$ cat config.mk
export PLATFORM = sky130hd
export DESIGN_NAME = calendar_date_check_and_weekday_flat
export DESIGN_NICKNAME = d
export VERILOG_FILES = /design/src/sv/calchk_pkg.sv /design/src/sv/calchk_if.sv /design/src/sv/calchk_eval.sv /design/src/sv/calendar_date_check_and_weekday.sv /design/src/flat_wrapper.sv
export SDC_FILE = /design/constraint.sdc
export NUM_CORES = 1
export LEC_CHECK = 0
export ABC_CLOCK_PERIOD_IN_PS = 14900
export CORE_AREA = 2 2 174 176
export CTS_CLUSTER_DIAMETER = 150
export DETAILED_ROUTE_END_ITERATION = 12
export DIE_AREA = 0 0 176 178
export DONT_BUFFER_PORTS = 1
export PLACE_DENSITY = 0.53
export SETUP_SLACK_MARGIN = 0.5
export SYNTH_ARGS = -nofsm -noshare
export SYNTH_HDL_FRONTEND = slang
export SYNTH_SLANG_ARGS = --single-unit
$ cat constraint.sdc
create_clock -name clk_i -period 14.9 [get_ports clk_i]
set_input_delay 1.49 -clock clk_i [delete_from_list [all_inputs] [get_ports clk_i]]
set_output_delay 1.49 -clock clk_i [all_outputs]
set_load 0.05 [all_outputs]
$ cat src/sv/calchk_pkg.sv
// Package: widths, range limits, month tables and mod-7 folding for the date checker.
`default_nettype none
package calchk_pkg;

  localparam int unsigned DayW   = 5;
  localparam int unsigned MonthW = 4;
  localparam int unsigned YearW  = 12;
  localparam int unsigned DoyW   = 9;
  localparam int unsigned WdayW  = 3;
  localparam int unsigned SumW   = 13;
  localparam int unsigned ProdW  = 25;
  localparam int unsigned QuotW  = 6;
  localparam int unsigned LeapW  = 10;

  localparam logic [YearW-1:0]  YearMin      = 12'd1582;
  localparam logic [YearW-1:0]  YearMax      = 12'd2400;
  localparam logic [ProdW-1:0]  Recip100     = 25'd5243;
  localparam int unsigned       Recip100Sh   = 19;
  localparam logic [YearW-1:0]  Hundred      = 12'd100;
  localparam logic [SumW-1:0]   LeapsBefore  = 13'd383;
  localparam logic [SumW-1:0]   WdayOffset   = 13'd3;
  localparam logic [MonthW-1:0] MonthJan     = 4'd1;
  localparam logic [MonthW-1:0] MonthFeb     = 4'd2;
  localparam logic [MonthW-1:0] MonthDec     = 4'd12;

  typedef struct packed {
    logic [DayW-1:0]   day;
    logic [MonthW-1:0] month;
    logic [YearW-1:0]  year;
  } date_t;

  typedef struct packed {
    logic             valid_res;
    logic [DoyW-1:0]  day_of_year;
    logic [WdayW-1:0] weekday;
  } res_t;

  function automatic logic [DoyW-1:0] days_before(input logic [MonthW-1:0] m);
    logic [DoyW-1:0] d;
    case (m)
      4'd1:    d = 9'd0;
      4'd2:    d = 9'd31;
      4'd3:    d = 9'd59;
      4'd4:    d = 9'd90;
      4'd5:    d = 9'd120;
      4'd6:    d = 9'd151;
      4'd7:    d = 9'd181;
      4'd8:    d = 9'd212;
      4'd9:    d = 9'd243;
      4'd10:   d = 9'd273;
      4'd11:   d = 9'd304;
      4'd12:   d = 9'd334;
      default: d = 9'd0;
    endcase
    return d;
  endfunction

  function automatic logic [DayW-1:0] month_len(input logic [MonthW-1:0] m);
    logic [DayW-1:0] l;
    case (m)
      4'd2:                 l = 5'd28;
      4'd4, 4'd6, 4'd9, 4'd11: l = 5'd30;
      default:              l = 5'd31;
    endcase
    return l;
  endfunction

  // Fold octal digits: 8 is 1 mod 7.
  function automatic logic [WdayW-1:0] mod7(input logic [SumW-1:0] s);
    logic [4:0] f1;
    logic [3:0] f2;
    logic [3:0] f3;
    logic [2:0] f4;
    f1 = 5'(s[2:0]) + 5'(s[5:3]) + 5'(s[8:6]) + 5'(s[11:9]) + 5'(s[12]);
    f2 = 4'(f1[2:0]) + 4'(f1[4:3]);
    f3 = 4'(f2[2:0]) + 4'(f2[3]);
    f4 = f3[2:0] + 3'(f3[3]);
    return (f4 == 3'd7) ? 3'd0 : f4;
  endfunction

endpackage
`default_nettype wire

$ cat src/sv/calchk_if.sv
// Interfaces: date input channel and result output channel.
`default_nettype none
interface calchk_in_if;
  import calchk_pkg::*;
  logic              valid;
  logic              ready;
  logic [DayW-1:0]   day;
  logic [MonthW-1:0] month;
  logic [YearW-1:0]  year;
  modport source (output valid, day, month, year, input ready);
  modport sink (input valid, day, month, year, output ready);
endinterface

interface calchk_out_if;
  import calchk_pkg::*;
  logic             valid;
  logic             ready;
  logic             valid_res;
  logic [DoyW-1:0]  day_of_year;
  logic [WdayW-1:0] weekday;
  modport source (output valid, valid_res, day_of_year, weekday, input ready);
  modport sink (input valid, valid_res, day_of_year, weekday, output ready);
endinterface
`default_nettype wire

$ cat src/sv/calchk_eval.sv
// Date evaluation: range checks, leap rule, day of year and weekday.
`default_nettype none
module calchk_eval (
  input  calchk_pkg::date_t date_i,
  output calchk_pkg::res_t  res_o
);
  import calchk_pkg::*;

  logic [ProdW-1:0]  prod_y;
  logic [ProdW-1:0]  prod_n;
  logic [QuotW-1:0]  cent_y;
  logic [QuotW-1:0]  cent_n;
  logic [YearW-1:0]  prev_year;
  logic [LeapW-1:0]  leaps;
  logic              year_ok;
  logic              month_ok;
  logic              day_ok;
  logic              cent_zero;
  logic              leap;
  logic [DayW-1:0]   mlen;
  logic [DoyW-1:0]   doy;
  logic [SumW-1:0]   total;

  always_comb begin
    year_ok  = date_i.year inside {[YearMin:YearMax]};
    month_ok = date_i.month inside {[MonthJan:MonthDec]};

    prod_y    = ProdW'(date_i.year) * Recip100;
    cent_y    = prod_y[ProdW-1:Recip100Sh];
    cent_zero = (date_i.year == YearW'(cent_y) * Hundred);
    leap      = (date_i.year[1:0] == 2'd0 && !cent_zero) ||
                (cent_zero && cent_y[1:0] == 2'd0);

    mlen   = month_len(date_i.month) + DayW'(date_i.month == MonthFeb && leap);
    day_ok = (date_i.day != '0) && (date_i.day <= mlen);

    doy = days_before(date_i.month) + DoyW'(date_i.day)
        + DoyW'(date_i.month > MonthFeb && leap);

    prev_year = date_i.year - YearW'(1);
    prod_n    = ProdW'(prev_year) * Recip100;
    cent_n    = prod_n[ProdW-1:Recip100Sh];
    leaps     = LeapW'(prev_year[YearW-1:2]) - LeapW'(cent_n) + LeapW'(cent_n[QuotW-1:2]);

    // 365 is 1 mod 7, so each year adds one weekday step.
    total = SumW'(date_i.year) - SumW'(YearMin) + SumW'(leaps) - LeapsBefore
          + SumW'(doy) + WdayOffset;

    res_o.valid_res   = year_ok && month_ok && day_ok;
    res_o.day_of_year = res_o.valid_res ? doy : '0;
    res_o.weekday     = res_o.valid_res ? mod7(total) : '0;
  end

endmodule
`default_nettype wire

$ cat src/sv/calendar_date_check_and_weekday.sv
// Top level: input register, date evaluation, result register.
// Path: an accepted date is held in the input register, then its result in the result register on res_o.
// Throughput: one date per cycle unless res_o stalls; the evaluation is one pass of logic
// between the input register and the result register.
// Reset: rst_ni (async, active low) clears both stage valid flags; payload
// registers are not reset.
`default_nettype none
module calendar_date_check_and_weekday (
  input  wire logic         clk_i,
  input  wire logic         rst_ni,
  calchk_in_if.sink         date_i,
  calchk_out_if.source      res_o
);
  import calchk_pkg::*;

  date_t in_q;
  logic  in_vld_q;
  res_t  res_d;
  res_t  res_q;
  logic  out_vld_q;
  logic  out_free;
  logic  in_free;
  logic  in_acc;

  assign out_free     = !out_vld_q || res_o.ready;
  assign in_free      = !in_vld_q || out_free;
  assign date_i.ready = in_free;
  assign in_acc       = date_i.valid && in_free;

  calchk_eval u_eval (
    .date_i (in_q),
    .res_o  (res_d)
  );

  always_ff @(posedge clk_i or negedge rst_ni) begin
    if (!rst_ni) begin
      in_vld_q  <= 1'b0;
      out_vld_q <= 1'b0;
    end else begin
      if (in_free) in_vld_q <= date_i.valid;
      if (out_free) out_vld_q <= in_vld_q;
    end
  end

  always_ff @(posedge clk_i) begin
    if (in_acc) begin
      in_q.day   <= date_i.day;
      in_q.month <= date_i.month;
      in_q.year  <= date_i.year;
    end
    if (out_free && in_vld_q) res_q <= res_d;
  end

  assign res_o.valid       = out_vld_q;
  assign res_o.valid_res   = res_q.valid_res;
  assign res_o.day_of_year = res_q.day_of_year;
  assign res_o.weekday     = res_q.weekday;

  a_accept_loads: assert property (@(posedge clk_i) disable iff (!rst_ni)
    in_acc |=> in_vld_q)
    else $error("accepted date not held in input stage");

  a_stall_holds: assert property (@(posedge clk_i) disable iff (!rst_ni)
    in_vld_q && !out_free |=> in_vld_q && $stable(in_q))
    else $error("input stage changed while stalled");

  a_invalid_zero: assert property (@(posedge clk_i) disable iff (!rst_ni)
    res_o.valid && !res_o.valid_res |-> res_o.day_of_year == '0 && res_o.weekday == '0)
    else $error("invalid date with nonzero fields");

  a_valid_range: assert property (@(posedge clk_i) disable iff (!rst_ni)
    res_o.valid && res_o.valid_res |-> res_o.day_of_year != '0 && res_o.weekday != 3'd7)
    else $error("valid date with out-of-range fields");

endmodule
`default_nettype wire

$ cat src/flat_wrapper.sv
// flat-port wrapper written by rule: the top's interface ports become plain ports
module calendar_date_check_and_weekday_flat import calchk_pkg::*;
  (clk_i, rst_ni, date_i_valid, date_i_day, date_i_month, date_i_year, date_i_ready, res_o_valid, res_o_valid_res, res_o_day_of_year, res_o_weekday, res_o_ready);
  calchk_in_if date_i_i ();
  calchk_out_if res_o_i ();
  input  wire logic clk_i;
  input  wire logic rst_ni;
  input wire logic [$bits(date_i_i.valid)-1:0] date_i_valid;
  input wire logic [$bits(date_i_i.day)-1:0] date_i_day;
  input wire logic [$bits(date_i_i.month)-1:0] date_i_month;
  input wire logic [$bits(date_i_i.year)-1:0] date_i_year;
  output wire logic [$bits(date_i_i.ready)-1:0] date_i_ready;
  output wire logic [$bits(res_o_i.valid)-1:0] res_o_valid;
  output wire logic [$bits(res_o_i.valid_res)-1:0] res_o_valid_res;
  output wire logic [$bits(res_o_i.day_of_year)-1:0] res_o_day_of_year;
  output wire logic [$bits(res_o_i.weekday)-1:0] res_o_weekday;
  input wire logic [$bits(res_o_i.ready)-1:0] res_o_ready;
  assign date_i_i.valid = date_i_valid;
  assign date_i_i.day = date_i_day;
  assign date_i_i.month = date_i_month;
  assign date_i_i.year = date_i_year;
  assign date_i_ready = date_i_i.ready;
  assign res_o_valid = res_o_i.valid;
  assign res_o_valid_res = res_o_i.valid_res;
  assign res_o_day_of_year = res_o_i.day_of_year;
  assign res_o_weekday = res_o_i.weekday;
  assign res_o_i.ready = res_o_ready;
  calendar_date_check_and_weekday u_core (.clk_i(clk_i), .rst_ni(rst_ni), .date_i(date_i_i), .res_o(res_o_i));
endmodule
Yosys cells after proc, flatten, opt, wreduce, memory -nomap -nowiden
Memories as Yosys holds them, arrays and structs flattened. A register that Yosys moved wholly into a read port is not among the register bits. Index checks and enable logic that the tools add are counted.

RAM bits: 0. Output and inout bits: 15. Input bits: 25. Memories: 1. Logic and storage cells: 68. Register bits: 36. Bits in latches: 0. ROM bits: 144.

Memories: (no name shown) (words 16, width 9, read ports 1, clocked after Yosys merged registers in 1, wr ports 0, line calchk_pkg.sv:40) `case (m)`.

Add/sub/neg operators: 18. Eq/ne operators: 7. Reductions and logical operators: 22. Divide/modulo/power cells: 0. Shifts and indexed selects: 0. Multipliers: 3. Bitwise logic cells: 1. Magnitude comparators: 6. Mux-type cells: 2.

Operators by type and width (count): multiplier 12 x 13 -> 25 bit (second input constant) (2); adder 13 x 10 -> 13 bit (1); adder 13 x 2 -> 13 bit (second input constant) (1); adder 13 x 9 -> 13 bit (1); subtractor 12 x 11 -> 13 bit (second input constant) (1); subtractor 13 x 9 -> 13 bit (second input constant) (1); equality test 12 bit (1); >= comparator 12 x 11 -> 1 bit (second input constant) (1); less-or-equal comparator 12 bit (second input constant) (1); subtractor 12 x 1 -> 12 bit (second input constant) (1); logical AND 1 bit (11); adder 10 x 4 -> 10 bit (1); adder 5 x 1 -> 5 bit (2); multiplier 6 x 5 -> 10 bit (second input constant) (1); subtractor 10 x 6 -> 10 bit (1); adder 9 x 1 -> 9 bit (1); adder 9 x 5 -> 9 bit (1); equality test 4 x 3 -> 1 bit (second input constant) (2); equality test 4 bit (second input constant) (2); adder 4 x 3 -> 5 bit (1); adder 5 x 3 -> 5 bit (1); less-or-equal comparator 5 bit (1); nonzero test 5 bit (1); adder 3 x 1 -> 4 bit (1); other kinds (16) (21).

Longest topological paths before layout
Word-level depth: 19. Mapped depth: 64. Depth with buffers taken out: 63.

Modules after synthesis
From an unflattened synthesis, not the netlist that was laid out.

Cell total of the unflattened synthesis: 1036. Area total of the unflattened synthesis: 9912.0 µm².

By module, submodules not included: calchk_eval (times used 1, cells each 994, seq. area each 0.0 µm², area each 8787.2 µm²); calendar_date_check_and_weekday (times used 1, cells each 42, seq. area each 1071.0 µm², area each 1124.8 µm²).

Least setup slack after synthesis
Ideal clock, no wire load.

Path type: reg2reg. Start: register u_core.in_q[9] in the netlist's numbering. End: register u_core.res_q (netlist bit u_core.res_o.weekday[2]), data pin. Cell stages (with the launch flop): 59. Period minus slack after synthesis: 14.408 ns. Data required time: 14.733 ns. Library setup time: 0.167 ns. Arrival time: 14.241 ns. Path slack: 0.492 ns. Buffers on the path: 0. Cell sequence: edfxtp_1 > fa_1 > xor2_1 > ha_1 > inv_1 > fa_1 > inv_1 > fa_1 > inv_1 > fa_1 > inv_1 > ha_1 > nand4_1 > or3_1 > or4_1 > and3_1 > nor2_1 > ha_1 > (+23 left out) > o21ai_0 > nand2_1 > xnor2_1 > fa_1 > fa_1 > inv_1 > fa_1 > xor2_1 > ha_1 > fa_1 > xor2_1 > and3_1 > ha_1 > ha_1 > xnor2_1 > xnor2_1 > inv_1 > a211oi_1.

Cells in the longest elaborated chain, start to end: 19. Elaborated cells on any way between the ends: 38. Those cells by class: add/sub: 17; mul: 3; order compare: 3; eq/ne: 2; bitwise: 1; reduce/logical: 12.

RTL lines: from (decl) (line calendar_date_check_and_weekday.sv:16) `date_t in_q;`; branches (longest 19 deep; another with multiplier 12 x 13 -> 25 bit); to (signal assigned) (line calendar_date_check_and_weekday.sv:51) `if (out_free && in_vld_q) res_q <= res_d;`; to (decl) (line calendar_date_check_and_weekday.sv:19) `res_t res_q;`.

Parallel ways; which one is timed is not known. A chain may end at the register's enable or synchronous reset.

Worst setup path after layout
Start: register u_core.in_q[9] in the netlist's numbering. End: register u_core.res_q (netlist bit u_core.res_o.weekday[0]), data pin.

Same word-level chain as after synthesis.

==> metrics <==
status finished clean; Post-synth top flop edfxtp_1; vias in the first global route 7503; flop2flop setup slack 0.75 ns; # rows between 60 and 70; final number of max-transition violations 0; Syn Inst Count around 1100; Hold EP u_core.res_o.valid; post-synthesis xor/xnor area fraction between 5 and 6%; Syn-to-layout area delta 18.3%; Final Hold Fails 0; Setup TNS 0 ns; Crit path top cell by count fa_1; Ys Warns 0; root buffer selected by CTS clkbuf_16; GPL Wtd Cong 0.834; final wirelength 22900 µm; Synth Net Count about 1500; Startpoint Class flip-flop; number of flops mapped to enable cells by yosys 34; Inst Count DP around 1500; worst hold path depth 1; Crit path max-delay family adder cells; crit end category flip-flop; initial antenna violation count 2; CTS buffer count 5; DR iter-0 viols 286; HPWL after detailed placement 19500 µm; final core utilization 40.8%; HP Start u_core.in_vld_q; GR Util All Layers 15.0%; adder-cell share of the synthesized area 54.1%; Synth Cell Area 0.0101 mm²; CP Max Fanout 4; Vias approximately 7200; max cap viols 0; Synth area leaders ha_1 (31%), fa_1 (23%), inv_1 (10%), edfxtp_1 (10%), xnor2_1 (3.0%); Async SR Flop Fraction 4.44%; min Tclk post-route 14.15 ns; I/O Buffers 0; top-count cell post-synth inv_1; mux contribution to synthesized area less than 1%; clock buffer depth 2; Initial Util between 30% and 40%; Highest Clock Rate slightly above 0.07 GHz; CTS H-tree depth 2; Hold Path Class flip-flop to flip-flop; worst-margin pin slew 1.36 ns; RSZ-0062 raised after global routing yes; post-synthesis sequential element count 45; Worst path slowest cell fa_1; Post-Layout Cell Count 1547; Synth Area in Simple Gates 7.12%; Yosys cell types 60; I/O pin cnt 40; post-synth top area cell ha_1; crit path kind flip-flop to flip-flop; top-area cell type share of the netlist area 31.4%; CTS tree yes; chip width 176 µm; CP arrival 14.13 ns; Clk Latency, worst-skew pair 0.30 ns; Period Utilization, post-route 94.9%; die area about 0.031 mm²; r2r worst-path depth 61; largest family of logic cells by synthesized area adder cells; Worst-path clk slew 0.07 ns; Slew HR 9.54%; CP bufs+invs 10; Seq/Total Area, Yosys around 12%; drt pass-1 iters 4; wire length per cell approximately 15 µm; first-pass GRT wire length around 38000 µm; DRC violation count after routing 0; Syn Area/Cell about 9.6 µm²; Final Skew 0.00955 ns; Die H 178 µm; DP Area 0.0110 mm²; Design Area, Final 0.0120 mm²; Crit path largest cell delay between 0.5 and 0.6 ns; Worst R2R Start u_core.in_q[9]; synth cell count leaders inv_1 (273), ha_1 (254), fa_1 (115), nand2_1 (44), a21oi_1 (42); Vias per Instance approximately 4.7; grt ovf 0; Crit Reg-Reg Endpoint u_core.res_o.weekday[0]; CORE AREA 0.0294 mm²; layout cells sized above 1 about 17%; pin count of the biggest net entering global routing 22; post-route antenna net violation count 0; Layout Nets approximately 1500; # setup viols final 0; clk sinks 45; CP required approximately 15 ns; Compound-Gate Fraction of Synth Area 10.0%
stage by stage:
step	hold slack, ns	setup WS, ns
after CTS	0.491	0.507
after floorplan	0.449	0.517
after global placement	0.469	-0.0428
after detailed placement	0.474	-0.176
final	0.489	0.754
after global routing	0.522	0.149
final cells by class:
type                    count  area, µm²
diodes                      2       5.00
well taps                 390        488
inverters                 274       1030
fillers                  2902      17400
clock inverters             3       26.3
repair buffers             93        706
multi-input cells         735       8360
clock buffers               5        125
flip-flops and latches     45       1250
worst max-delay path by stage:
stage               startpoint                       to  slack [ns]  depth (start not counted)
2_1_floorplan  u_core.in_q[10]  u_core.res_o.weekday[2]        0.52                         58
3_3_place_gp   u_core.in_q[10]  u_core.res_o.weekday[1]       -0.04                         59
3_5_place_dp   u_core.in_q[10]  u_core.res_o.weekday[2]       -0.18                         61
4_1_cts        u_core.in_q[10]  u_core.res_o.weekday[1]        0.51                         60
5_1_grt         u_core.in_q[9]  u_core.res_o.weekday[2]        0.15                         61
6_report        u_core.in_q[9]  u_core.res_o.weekday[0]        0.75                         61
placed cells by master (no fill, tap or decap), types with 19 or more instances in the layout:
cell type  Yosys  layout
a21o_1        19      19
a21oi_1       42      32
buf_4          0      91
edfxtp_1      34      34
fa_1         115     108
ha_1         254     226
ha_4           0      23
inv_1        273     256
nand2_1       44      43
nor2_1        22      21
o21ai_0       34      25
xnor2_1       35      29
xor2_1        24      19
timing repair:
| action | 4_1_cts | 5_1_grt |
|---|---|---|
| gates cloned | 0 | 0 |
| hold buffers | 0 | 0 |
| resized for setup | 33 | 77 |
| pin swaps | 39 | 53 |
| setup buffers | 21 | 11 |
| setup endpoints to repair | 3 | 3 |
per-layer routing:
layer  wire length, µm  track usage [%]  vias to the layer above  share of wire, %
met2             10900             25.4                       53                48
li1                  -                -                     3673                 -
met5                 0                0                        -                 0
met1             11400             21.5                     3490                50
met3               441             1.26                       12               1.9
met4               161             1.86                        0              0.70
kinds of logic after synthesis:
logic type	Yosys count
fa+ha+maj	369
simple gates	143
other cells	1
compound gates	155
flops	45
mux	8
xor+xnor	59
buf+inv	281
Power is not shown: default switching activity piles up to over one toggle a cycle in this logic, so the estimate is an artifact.
